$ cat src/rtl/core/register_script_line_parser_defines.svh
// Assertion macros for the register script line parser.
// No dependencies; expects clk and rst_n in the scope of use.
`ifndef REGISTER_SCRIPT_LINE_PARSER_DEFINES_SVH
`define REGISTER_SCRIPT_LINE_PARSER_DEFINES_SVH

// Plain property, sampled on clk, off during reset.
`define RSLP_ASSERT(lbl, prop, msg) \
    lbl: assert property (@(posedge clk) disable iff (!rst_n) (prop)) else $error(msg);

// Same-cycle implication.
`define RSLP_ASSERT_IMPLY(lbl, ante, cons, msg) \
    lbl: assert property (@(posedge clk) disable iff (!rst_n) (ante) |-> (cons)) \
        else $error(msg);

// Next-cycle implication.
`define RSLP_ASSERT_NEXT(lbl, ante, cons, msg) \
    lbl: assert property (@(posedge clk) disable iff (!rst_n) (ante) |=> (cons)) \
        else $error(msg);

`endif

$ cat src/rtl/core/rslp_pkg.sv
// Shared types, constants and hex decode for the register script line parser.
// No dependencies.
package rslp_pkg;

    localparam logic [7:0] CH_SPACE   = 8'h20;
    localparam logic [7:0] CH_TAB     = 8'h09;
    localparam logic [7:0] CH_NL      = 8'h0A;
    localparam logic [7:0] CH_UPPER_A = 8'h41;
    localparam logic [7:0] CH_LOWER_A = 8'h61;
    localparam logic [7:0] CH_UPPER_C = 8'h43;
    localparam logic [7:0] CH_LOWER_C = 8'h63;

    localparam logic [7:0] BANK_SEL_RESET  = 8'h01;
    localparam logic [7:0] CLOSING_DATA    = 8'h00;
    localparam logic [3:0] MIN_DIRECTIVE_LEN = 4'd8;

    // Result queue holds three results.
    localparam int         QUEUE_DEPTH = 3;

    typedef enum logic [7:0] {
        PH_LINE_START = 8'b0000_0001,
        PH_GOT_A      = 8'b0000_0010,
        PH_GOT_C      = 8'b0000_0100,
        PH_ADDR_WS    = 8'b0000_1000,
        PH_ADDR_LO    = 8'b0001_0000,
        PH_DATA_WS    = 8'b0010_0000,
        PH_DATA_LO    = 8'b0100_0000,
        PH_SKIP       = 8'b1000_0000
    } phase_t;

    typedef struct packed {
        logic [7:0] write_address;
        logic [7:0] write_data;
        logic       closing_write;
        logic       last_of_run;
    } result_t;

    // Results produced by one accepted character (count 0..2).
    typedef struct packed {
        logic [1:0] count;
        result_t    res0;
        result_t    res1;
    } push_t;

    typedef struct packed {
        logic [1:0] count;
    } queue_status_t;

    // {valid, nibble}
    function automatic logic [4:0] hex_decode(input logic [7:0] c);
        logic [4:0] r;
        r = 5'd0;
        case (c) inside
            [8'h30:8'h39]: r = {1'b1, 4'(c - 8'h30)};
            [8'h61:8'h66]: r = {1'b1, 4'(c - 8'h57)};
            [8'h41:8'h46]: r = {1'b1, 4'(c - 8'h37)};
            default:       r = 5'd0;
        endcase
        return r;
    endfunction

endpackage

$ cat src/rtl/core/rslp_parser.sv
// Line grammar state machine: one character per accepted beat, up to two results.
// Depends on rslp_pkg.
module rslp_parser
    import rslp_pkg::*;
(
    input  logic       clk,
    input  logic       rst_n,
    input  logic       accept,
    input  logic [7:0] text_char,
    input  logic       end_of_text,
    input  logic [7:0] bank_sel,
    output push_t      push
);

    phase_t     phase_reg, phase_next;
    logic [7:0] addr_reg, addr_next;
    logic [3:0] dhi_reg, dhi_next;
    logic [3:0] cnt_reg, cnt_next;

    logic [4:0] hx;
    logic       hx_ok;
    logic       blank;
    logic       in_dir;
    logic [3:0] cnt_inc;
    phase_t     miss;
    logic       emit_dir;
    result_t    dir_res;
    result_t    close_res;

    always_comb
    begin
        hx      = hex_decode(text_char);
        hx_ok   = hx[4];
        blank   = (text_char == CH_SPACE) || (text_char == CH_TAB);
        miss    = (text_char == CH_NL) ? PH_LINE_START : PH_SKIP;
        in_dir  = (phase_reg == PH_GOT_A)   || (phase_reg == PH_GOT_C)   ||
                  (phase_reg == PH_ADDR_WS) || (phase_reg == PH_ADDR_LO) ||
                  (phase_reg == PH_DATA_WS) || (phase_reg == PH_DATA_LO);
        cnt_inc = (in_dir && (cnt_reg < MIN_DIRECTIVE_LEN)) ? cnt_reg + 4'd1 : cnt_reg;

        phase_next = phase_reg;
        addr_next  = addr_reg;
        dhi_next   = dhi_reg;
        cnt_next   = cnt_inc;
        emit_dir   = 1'b0;

        case (phase_reg)
            PH_LINE_START:
            begin
                if (blank)
                begin
                    phase_next = PH_LINE_START;
                end
                else if ((text_char == CH_UPPER_A) || (text_char == CH_LOWER_A))
                begin
                    cnt_next   = 4'd1;
                    phase_next = PH_GOT_A;
                end
                else
                begin
                    phase_next = miss;
                end
            end
            PH_GOT_A:
            begin
                phase_next = ((text_char == CH_UPPER_C) || (text_char == CH_LOWER_C)) ?
                             PH_GOT_C : miss;
            end
            PH_GOT_C:
            begin
                phase_next = (text_char == CH_SPACE) ? PH_ADDR_WS : miss;
            end
            PH_ADDR_WS:
            begin
                if (blank)
                begin
                    phase_next = PH_ADDR_WS;
                end
                else if (hx_ok)
                begin
                    addr_next  = {4'd0, hx[3:0]};
                    phase_next = PH_ADDR_LO;
                end
                else
                begin
                    phase_next = miss;
                end
            end
            PH_ADDR_LO:
            begin
                if (hx_ok)
                begin
                    addr_next  = {addr_reg[3:0], hx[3:0]};
                    phase_next = PH_DATA_WS;
                end
                else
                begin
                    phase_next = miss;
                end
            end
            PH_DATA_WS:
            begin
                if (blank)
                begin
                    phase_next = PH_DATA_WS;
                end
                else if (hx_ok)
                begin
                    dhi_next   = hx[3:0];
                    phase_next = PH_DATA_LO;
                end
                else
                begin
                    phase_next = miss;
                end
            end
            PH_DATA_LO:
            begin
                if (hx_ok)
                begin
                    // short directive at end of text is dropped
                    emit_dir   = !end_of_text || (cnt_inc >= MIN_DIRECTIVE_LEN);
                    phase_next = PH_SKIP;
                end
                else
                begin
                    phase_next = miss;
                end
            end
            default:
            begin
                phase_next = (text_char == CH_NL) ? PH_LINE_START : PH_SKIP;
            end
        endcase

        dir_res.write_address = addr_reg;
        dir_res.write_data    = {dhi_reg, hx[3:0]};
        dir_res.closing_write = 1'b0;
        dir_res.last_of_run   = !end_of_text;

        close_res.write_address = bank_sel;
        close_res.write_data    = CLOSING_DATA;
        close_res.closing_write = 1'b1;
        close_res.last_of_run   = 1'b1;

        if (end_of_text)
        begin
            phase_next = PH_LINE_START;
            addr_next  = 8'd0;
            dhi_next   = 4'd0;
            cnt_next   = 4'd0;
        end

        push.res0  = emit_dir ? dir_res : close_res;
        push.res1  = close_res;
        push.count = !accept ? 2'd0 :
                     (emit_dir && end_of_text) ? 2'd2 :
                     (emit_dir || end_of_text) ? 2'd1 : 2'd0;
    end

    always_ff @(posedge clk or negedge rst_n)
    begin
        if (!rst_n)
        begin
            phase_reg <= PH_LINE_START;
            addr_reg  <= 8'd0;
            dhi_reg   <= 4'd0;
            cnt_reg   <= 4'd0;
        end
        else if (accept)
        begin
            phase_reg <= phase_next;
            addr_reg  <= addr_next;
            dhi_reg   <= dhi_next;
            cnt_reg   <= cnt_next;
        end
    end

endmodule

$ cat src/rtl/core/rslp_result_queue.sv
// Three-entry shifting result queue; head is entry 0 and drives the output.
// Depends on rslp_pkg.
module rslp_result_queue
    import rslp_pkg::*;
(
    input  logic          clk,
    input  logic          rst_n,
    input  push_t         push,
    input  logic          pop,
    output result_t       head,
    output queue_status_t status
);

    result_t    ent_reg  [QUEUE_DEPTH];
    result_t    ent_next [QUEUE_DEPTH];
    logic [1:0] count_reg, count_next;
    logic [1:0] base;

    always_comb
    begin
        base = count_reg - {1'b0, pop};
        for (int i = 0; i < QUEUE_DEPTH; i++)
        begin
            if (pop && (i < QUEUE_DEPTH - 1))
                ent_next[i] = ent_reg[i + 1];
            else
                ent_next[i] = ent_reg[i];
            if ((push.count != 2'd0) && (base == 2'(i)))
                ent_next[i] = push.res0;
            else if ((push.count == 2'd2) && ((base + 2'd1) == 2'(i)))
                ent_next[i] = push.res1;
        end
        count_next = base + push.count;
    end

    always_ff @(posedge clk or negedge rst_n)
    begin
        if (!rst_n)
            count_reg <= 2'd0;
        else
            count_reg <= count_next;
    end

    always_ff @(posedge clk)
    begin
        for (int i = 0; i < QUEUE_DEPTH; i++)
            ent_reg[i] <= ent_next[i];
    end

    assign head         = ent_reg[0];
    assign status.count = count_reg;

endmodule

$ cat src/rtl/core/register_script_line_parser.sv
// Top level of the register script line parser: config register, parser, result queue.
// Depends on rslp_pkg, rslp_parser, rslp_result_queue and the defines header.
//
//   channel  | handshake            | payload
//   ---------+----------------------+---------------------------------------------
//   input    | in_valid / in_ready  | text_char, end_of_text
//   output   | out_valid / out_ready| write_address, write_data, closing_write,
//            |                      | last_of_run
//   config   | cfg_we               | cfg_data (bank_select_address)
//
// One character is taken per cycle while in_ready is high; its results are in
// the queue the next cycle. A character yields zero, one or two results; the
// parser state machine never stalls a beat. The three-entry result queue sets
// the pace: in_ready is high while at most one result stays queued after this
// cycle's pop, so the second result of an end-of-text beat needs its own output beat.
// Reset clears the parse state and the queue count; bank_select_address resets to 1.
`include "register_script_line_parser_defines.svh"

module register_script_line_parser
    import rslp_pkg::*;
(
    input  logic       clk,
    input  logic       rst_n,
    input  logic       in_valid,
    output logic       in_ready,
    input  logic [7:0] text_char,
    input  logic       end_of_text,
    output logic       out_valid,
    input  logic       out_ready,
    output logic [7:0] write_address,
    output logic [7:0] write_data,
    output logic       closing_write,
    output logic       last_of_run,
    input  logic       cfg_we,
    input  logic [7:0] cfg_data
);

    logic [7:0]    bank_sel_reg;
    logic          in_beat;
    logic          out_beat;
    push_t         push;
    result_t       head;
    queue_status_t q_status;

    // Bank select address for the closing write.
    always_ff @(posedge clk or negedge rst_n)
    begin
        if (!rst_n)
            bank_sel_reg <= BANK_SEL_RESET;
        else if (cfg_we)
            bank_sel_reg <= cfg_data;
    end

    assign out_valid = (q_status.count != 2'd0);
    assign out_beat  = out_valid && out_ready;
    // Room for two results after this cycle's pop.
    assign in_ready  = (q_status.count <= 2'd1) || ((q_status.count == 2'd2) && out_ready);
    assign in_beat   = in_valid && in_ready;

    rslp_parser u_parser (
        .clk         (clk),
        .rst_n       (rst_n),
        .accept      (in_beat),
        .text_char   (text_char),
        .end_of_text (end_of_text),
        .bank_sel    (bank_sel_reg),
        .push        (push)
    );

    rslp_result_queue u_queue (
        .clk    (clk),
        .rst_n  (rst_n),
        .push   (push),
        .pop    (out_beat),
        .head   (head),
        .status (q_status)
    );

    assign write_address = head.write_address;
    assign write_data    = head.write_data;
    assign closing_write = head.closing_write;
    assign last_of_run   = head.last_of_run;

    // Closing write always ends its run.
    `RSLP_ASSERT_IMPLY(a_close_is_last, out_valid && closing_write, last_of_run, "closing write not last")
    // End of text always leaves a result to deliver.
    `RSLP_ASSERT_NEXT(a_eot_gives_result, in_beat && end_of_text, out_valid, "no result after end of text")
    // A result that is not last has its partner queued behind it.
    `RSLP_ASSERT_IMPLY(a_pair_queued, out_valid && !last_of_run, q_status.count >= 2'd2, "pair split")
    // Queue never wraps to empty from full.
    `RSLP_ASSERT_NEXT(a_no_wrap, q_status.count == 2'd3, q_status.count != 2'd0, "queue count wrapped")

endmodule

$ cat config.mk
export PLATFORM = sky130hd
export DESIGN_NAME = register_script_line_parser
export DESIGN_NICKNAME = d
export VERILOG_FILES = /design/src/rtl/core/rslp_pkg.sv /design/src/rtl/core/rslp_parser.sv /design/src/rtl/core/rslp_result_queue.sv /design/src/rtl/core/register_script_line_parser.sv
export VERILOG_INCLUDE_DIRS = /design/src /design/src/rtl/core
export SDC_FILE = /design/constraint.sdc
export NUM_CORES = 1
export LEC_CHECK = 0
export ABC_AREA = 1
export BUFFER_PORTS_ARGS = -buffer_cell sky130_fd_sc_hd__clkbuf_2
export CAP_MARGIN = 30
export CORE_MARGIN = 2
export CORE_UTILIZATION = 50
export DETAILED_ROUTE_END_ITERATION = 16
export PLACE_DENSITY = 0.68
export SYNTH_ARGS = -nofsm -noshare
export SYNTH_HDL_FRONTEND = slang
export SYNTH_HIERARCHICAL = 1
export SYNTH_SLANG_ARGS = --single-unit
$ cat constraint.sdc
create_clock -name clk -period 4.7 [get_ports clk]
set_clock_uncertainty 0.05 [all_clocks]
set_input_delay 0.705 -clock clk [delete_from_list [all_inputs] [get_ports clk]]
set_output_delay 0.705 -clock clk [all_outputs]
set_load 0.02 [all_outputs]
* Word level (Yosys, flattened, before mapping)
Memories as Yosys holds them, arrays and structs flattened.
Cells that the tools add are included.
** Word-level totals
- Bits in registers :: 34
- Memory bits (writable) :: 54
- Bits of input ports :: 22
- Memories :: 1
** Operators by class
- Add/sub/neg operators :: 7
- $lt $le $gt $ge :: 9
- Equality and inequality tests :: 24
- Multiplexer cells :: 44
- Reductions and logical operators :: 35
** Memory list
- u_queue.ent_reg :: depth 3, bits a word 18, read ports 3, clocked after Yosys merged registers in 0, wr ports 3, RTL line rslp_result_queue.sv:14 : result_t ent_reg [QUEUE_DEPTH];
** Operator list (number)
- 18-bit two-way mux :: 9
- 8-bit two-way mux :: 16
- 8-bit case mux with 7 select lines :: 1
- 8-bit by 7-bit equality test with 1-bit output, second input constant :: 5
- 4-bit two-way mux :: 9
- 8-bit by 4-bit equality test with 1-bit output, second input constant :: 3
- 8-bit by 6-bit equality test with 1-bit output, second input constant :: 2
- 8-bit by 7-bit >= comparator with 1-bit output, second input constant :: 2
- 8-bit by 7-bit less-or-equal comparator with 1-bit output, second input constant :: 2
- 8-bit case mux with 2 select lines :: 1
- 5-bit two-way mux :: 3
- 1-bit logical AND :: 14
- 1-bit logical OR :: 11
- 2-bit equality test, second input constant :: 4
- 8-bit by 1-bit equality test with 1-bit output, second input constant :: 1
- 8-bit by 2-bit equality test with 1-bit output, second input constant :: 1
- 8-bit by 3-bit equality test with 1-bit output, second input constant :: 1
- 8-bit by 5-bit equality test with 1-bit output, second input constant :: 1
- 8-bit by 6-bit >= comparator with 1-bit output, second input constant :: 1
- 8-bit by 6-bit less-or-equal comparator with 1-bit output, second input constant :: 1
- 2-bit nonzero test :: 4
- 4-bit by 3-bit subtractor with 4-bit output, second input constant :: 2
- 3-bit by 2-bit inequality test with 1-bit output, second input constant :: 2
- 5-bit AND reduction :: 1
- 17 further kinds :: 22

* Logic depth before layout (Yosys ltp)
- Depth after elaboration :: 20
- Mapped depth :: 21

* Cells and area by module
The synthesis kept the hierarchy.
** By module, submodules not included
- rslp_result_queue :: times used 1, cells each 400, area each 3378.2 um^2, sequential area each 1671.6 um^2
- rslp_parser :: times used 1, cells each 313, area each 2049.5 um^2, sequential area each 601.8 um^2
- register_script_line_parser :: times used 1, cells each 40, area each 346.6 um^2, sequential area each 201.4 um^2

* Worst setup path before layout
Ideal clock, no wire load.
- Path kind :: input port to flip-flop
- Start :: in text_char[1]
- End :: mem u_queue/ent_reg[0][36] (netlist bit) (enable)
- Arrival :: 3740 ps
- Data required time :: 4229 ps
- Slack :: 489 ps
- Cell stages on the path :: 14
- Path buffers :: 0
- Cell sequence :: inv_1 -> ha_1 -> o21ai_1 -> a21oi_1 -> nand3_2 -> inv_2 -> nand2_2 -> inv_2 -> ha_1 -> nand2_1 -> inv_1 -> inv_2 -> nand2_2 -> o31ai_1
** RTL lines
- start, declared :: RTL line register_script_line_parser.sv:26 : input logic [7:0] text_char,
- end, declared :: RTL line rslp_result_queue.sv:14

==> out/qor.txt <==
met2 usage = 0.340
Die Span Y = 111 µm
Final #Nets = 788
Top FF cell, synth = edfxtp_1
gr busiest metal = met2
cells after synthesis = 753
async set or reset register ratio after synthesis = 0.386
vias in the first global route = 4,337
XOR/XNOR Fraction of Synth Area = 0.00455
DP Cell Count = 890
Max transition margin = 0.395
cell with the most instances after synthesis = nand2_1
vias per cell = 5.20
Ant. Diodes = 0
Die ar. = 0.0124 mm²
Yosys top cell by area = edfxtp_1
I/O pins = 42
Least-Margin Pin Slew = 908 ps
Placer Congestion = 0.932
Starting Density = 0.510
met1 usage = 0.267
grt total ovfl = 0
clock-pin slew on the worst setup and hold paths = 70 ps
total CTS buffers = 9
kind of critical path = primary input to flip-flop
GRT Total Usage = 0.203
M3 GR Usage = 0.0338
Final ANT Viol Nets = 0
arrival time worst endpoint = 3690 ps
H-tree levels = 3
fillers = 1,064
Final Hold Viols = 0
Worst path slowest cell = ha_1
worst skew pair latency = 350 ps
Yosys warnings = 6
first-pass GRT wire length = 20,500 µm
CP top delay family = simple AND/OR/NAND/NOR gates
fin util = 0.536
cell repeated most along the worst path = inv_2
power per cell area = 442 mW/mm²
Die Wd = 111 µm
row cnt = 39
pin count of the biggest net entering global routing = 37
ranking of synthesized cells by area = edfxtp_1 28%, dfrtp_1 14%, nand2_1 14%
clock buffer depth = 2
Final Cycle Share = 0.788
fraction of layout cells with a size suffix above 1 = 0.152
clock sink count = 88
Pins Over Slew Limit = 0
max incr delay on CP = 280 ps
area grow syn2layout = 5.09%
Place WS = 662 ps
flops & latches, synth = 88
WL final = 12,100 µm
IO buf count = 41
status = completed
final setup fails = 0
Peak VDD IR = 0.239 mV
initial antenna violation count = 0
maximum fanout along the worst path = 20
Hold Path Class = primary input to asynchronous set/reset pin
Compound-Gate Fraction of Synth Area = 0.0702
final worst path period need = 3710 ps
Critical Path Source Type = primary input
Setup TNS = 0 ps
RSZ-0062 raised after global routing = no
max reg flops = 54
drt first-iter violations = 393
DR DRC count = 0
f_max = 0.270 GHz
CTS tree = done
CTS Hold Bufs = 0
Post-Synth Adder-Cell Area = 0.0173
total of max-cap violations = 0
register area share after synthesis = 0.429
CTS-repair resized insts = 0
Post-synth EDFFs = 54
CTS root buffer = clkbuf_16
largest family of logic cells by synthesized area = simple AND/OR/NAND/NOR gates
Worst EP required = 4690 ps
simple-gate share of the synthesized area = 0.319
post-synthesis mux area share = 0
postcts setup bufs = 0
average cell area after synthesis = 7.67 µm²
CP endpoint kind = flip-flop
synthesized cell area = 0.00577 mm²
DP HPWL = 9110 µm
post-synth top area share = 0.281
Netlist cell types = 39
synth cell count leaders = 212 x nand2_1, 111 x inv_1, 74 x nand3_1
Buffers & Inverters on Critical Path = 7
leakage = 0.00298 µW
WL per Instance = 13.4 µm
final std cells w/o fill = 906
DRT Pass-1 Iters = 5
final worst setup slack = 995 ps
vias = 4,712
Core Region = 0.0113 mm²
critical-path cell list = clkbuf_2 > inv_1 > ha_1 > o21ai_1 > a21oi_1 > nand3_2 > inv_2 > nand2_2 > inv_2 > ha_1 > nand2_1 > inv_1 > inv_2 > nand2_2 > nor2_8 > nand2_8 > nand3_1 > buf_4
## path summary, 6_finish.rpt
kind / depth (start not counted) / from / end / slack [ps]
setup / recovery: 18 / text_char[1] / u_queue/ent_reg[0][8]$_DFFE_PP_ / 990
hold / removal: 1 / rst_n / u_parser/addr_reg[1]$_DFFE_PN0P_ / 410
setup reg to reg: 16 / u_parser/phase_reg[2]$_DFFE_PN0P_ / u_queue/ent_reg[0][8]$_DFFE_PP_ / 1300
hold reg to reg: 2 / u_parser/addr_reg[1]$_DFFE_PN0P_ / u_parser/addr_reg[1]$_DFFE_PN0P_ / 430
max in group asynchronous: 1 / rst_n / u_queue/status[0]$_DFF_PN0_ / 3670
min in group clk: 2 / u_parser/addr_reg[1]$_DFFE_PN0P_ / u_parser/addr_reg[1]$_DFFE_PN0P_ / 430
## kinds of logic (layout without fill, tap and decap cells)
kind of cell,after synthesis,after routing
adder cells (fa/ha/maj),8,8
AO/OA/AOI/OAI,73,73
flip-flops,88,88
other,2,10
XOR/XNOR,3,3
AND/OR/NAND/NOR,398,398
buffers and inverters,181,183
## final cells by class
class	count	area, µm²	share of cell area
clock inverter	5	37.5	0.00619
clock buffer	11	264	0.0435
multi-input combinational	492	2420	0.398
inverter	121	454	0.0748
tap	143	179	0.0295
timing repair buffer	46	243	0.0400
sequential	88	2470	0.408
## power breakdown
part           switching [µW]  internal [µW]  leakage (µW)  total (µW)
Combinational             636            235       0.00188         871
Sequential               56.2           1030      0.000959        1090
Clock                     314            407      0.000143         721
Total                    1010           1680       0.00298        2680
## cell usage in the layout, fill, tap and decap left out, types with 3 or more instances in the layout
cell type / count
inv_1: 111
ha_1: 8
inv_2: 10
dfrtp_1: 32
nand2_1: 212
o21ai_2: 4
nand4_1: 21
xor2_1: 3
nor2_1: 52
clkbuf_2: 41
nand2_2: 13
conb_1: 10
nor3_1: 3
edfxtp_1: 54
buf_4: 5
o21ai_0: 25
nor2_4: 3
clkbuf_16: 10
a21oi_1: 26
nor2_2: 7
o21ai_1: 9
nand3_2: 4
o22ai_1: 3
nand3_1: 74
## routing by layer
| metal | share of wire | up-vias |
|---|---|---|
| met2 | 0.49 | 141 |
| met1 | 0.44 | 2188 |
| met4 | 0.015 | 0 |
| li1 | - | 2362 |
| met5 | 0 | - |
| met3 | 0.053 | 21 |
## worst register-to-register path, stage by stage, from the launching register on
cell	delay, ps
dfrtp_1	400
nor2_1	170
nand2_1	130
inv_2	90
nand3_2	100
a31oi_2	260
nand2_2	290
inv_2	190
ha_1	240
nand2_1	60
inv_1	120
inv_2	100
nand2_2	100
nor2_8	270
nand2_8	160
nand3_1	100
buf_4	250
## stage by stage
stage	area [µm²]	total power, µW	hold WS [ps]
floorplan	5800	1870	359
global placement	5770	1940	418
detailed placement	5770	1970	425
CTS	6070	2690	441
global route	6070	2840	448
finish	6070	2680	406
No activity file was read; power rests on OpenSTA's default activity.
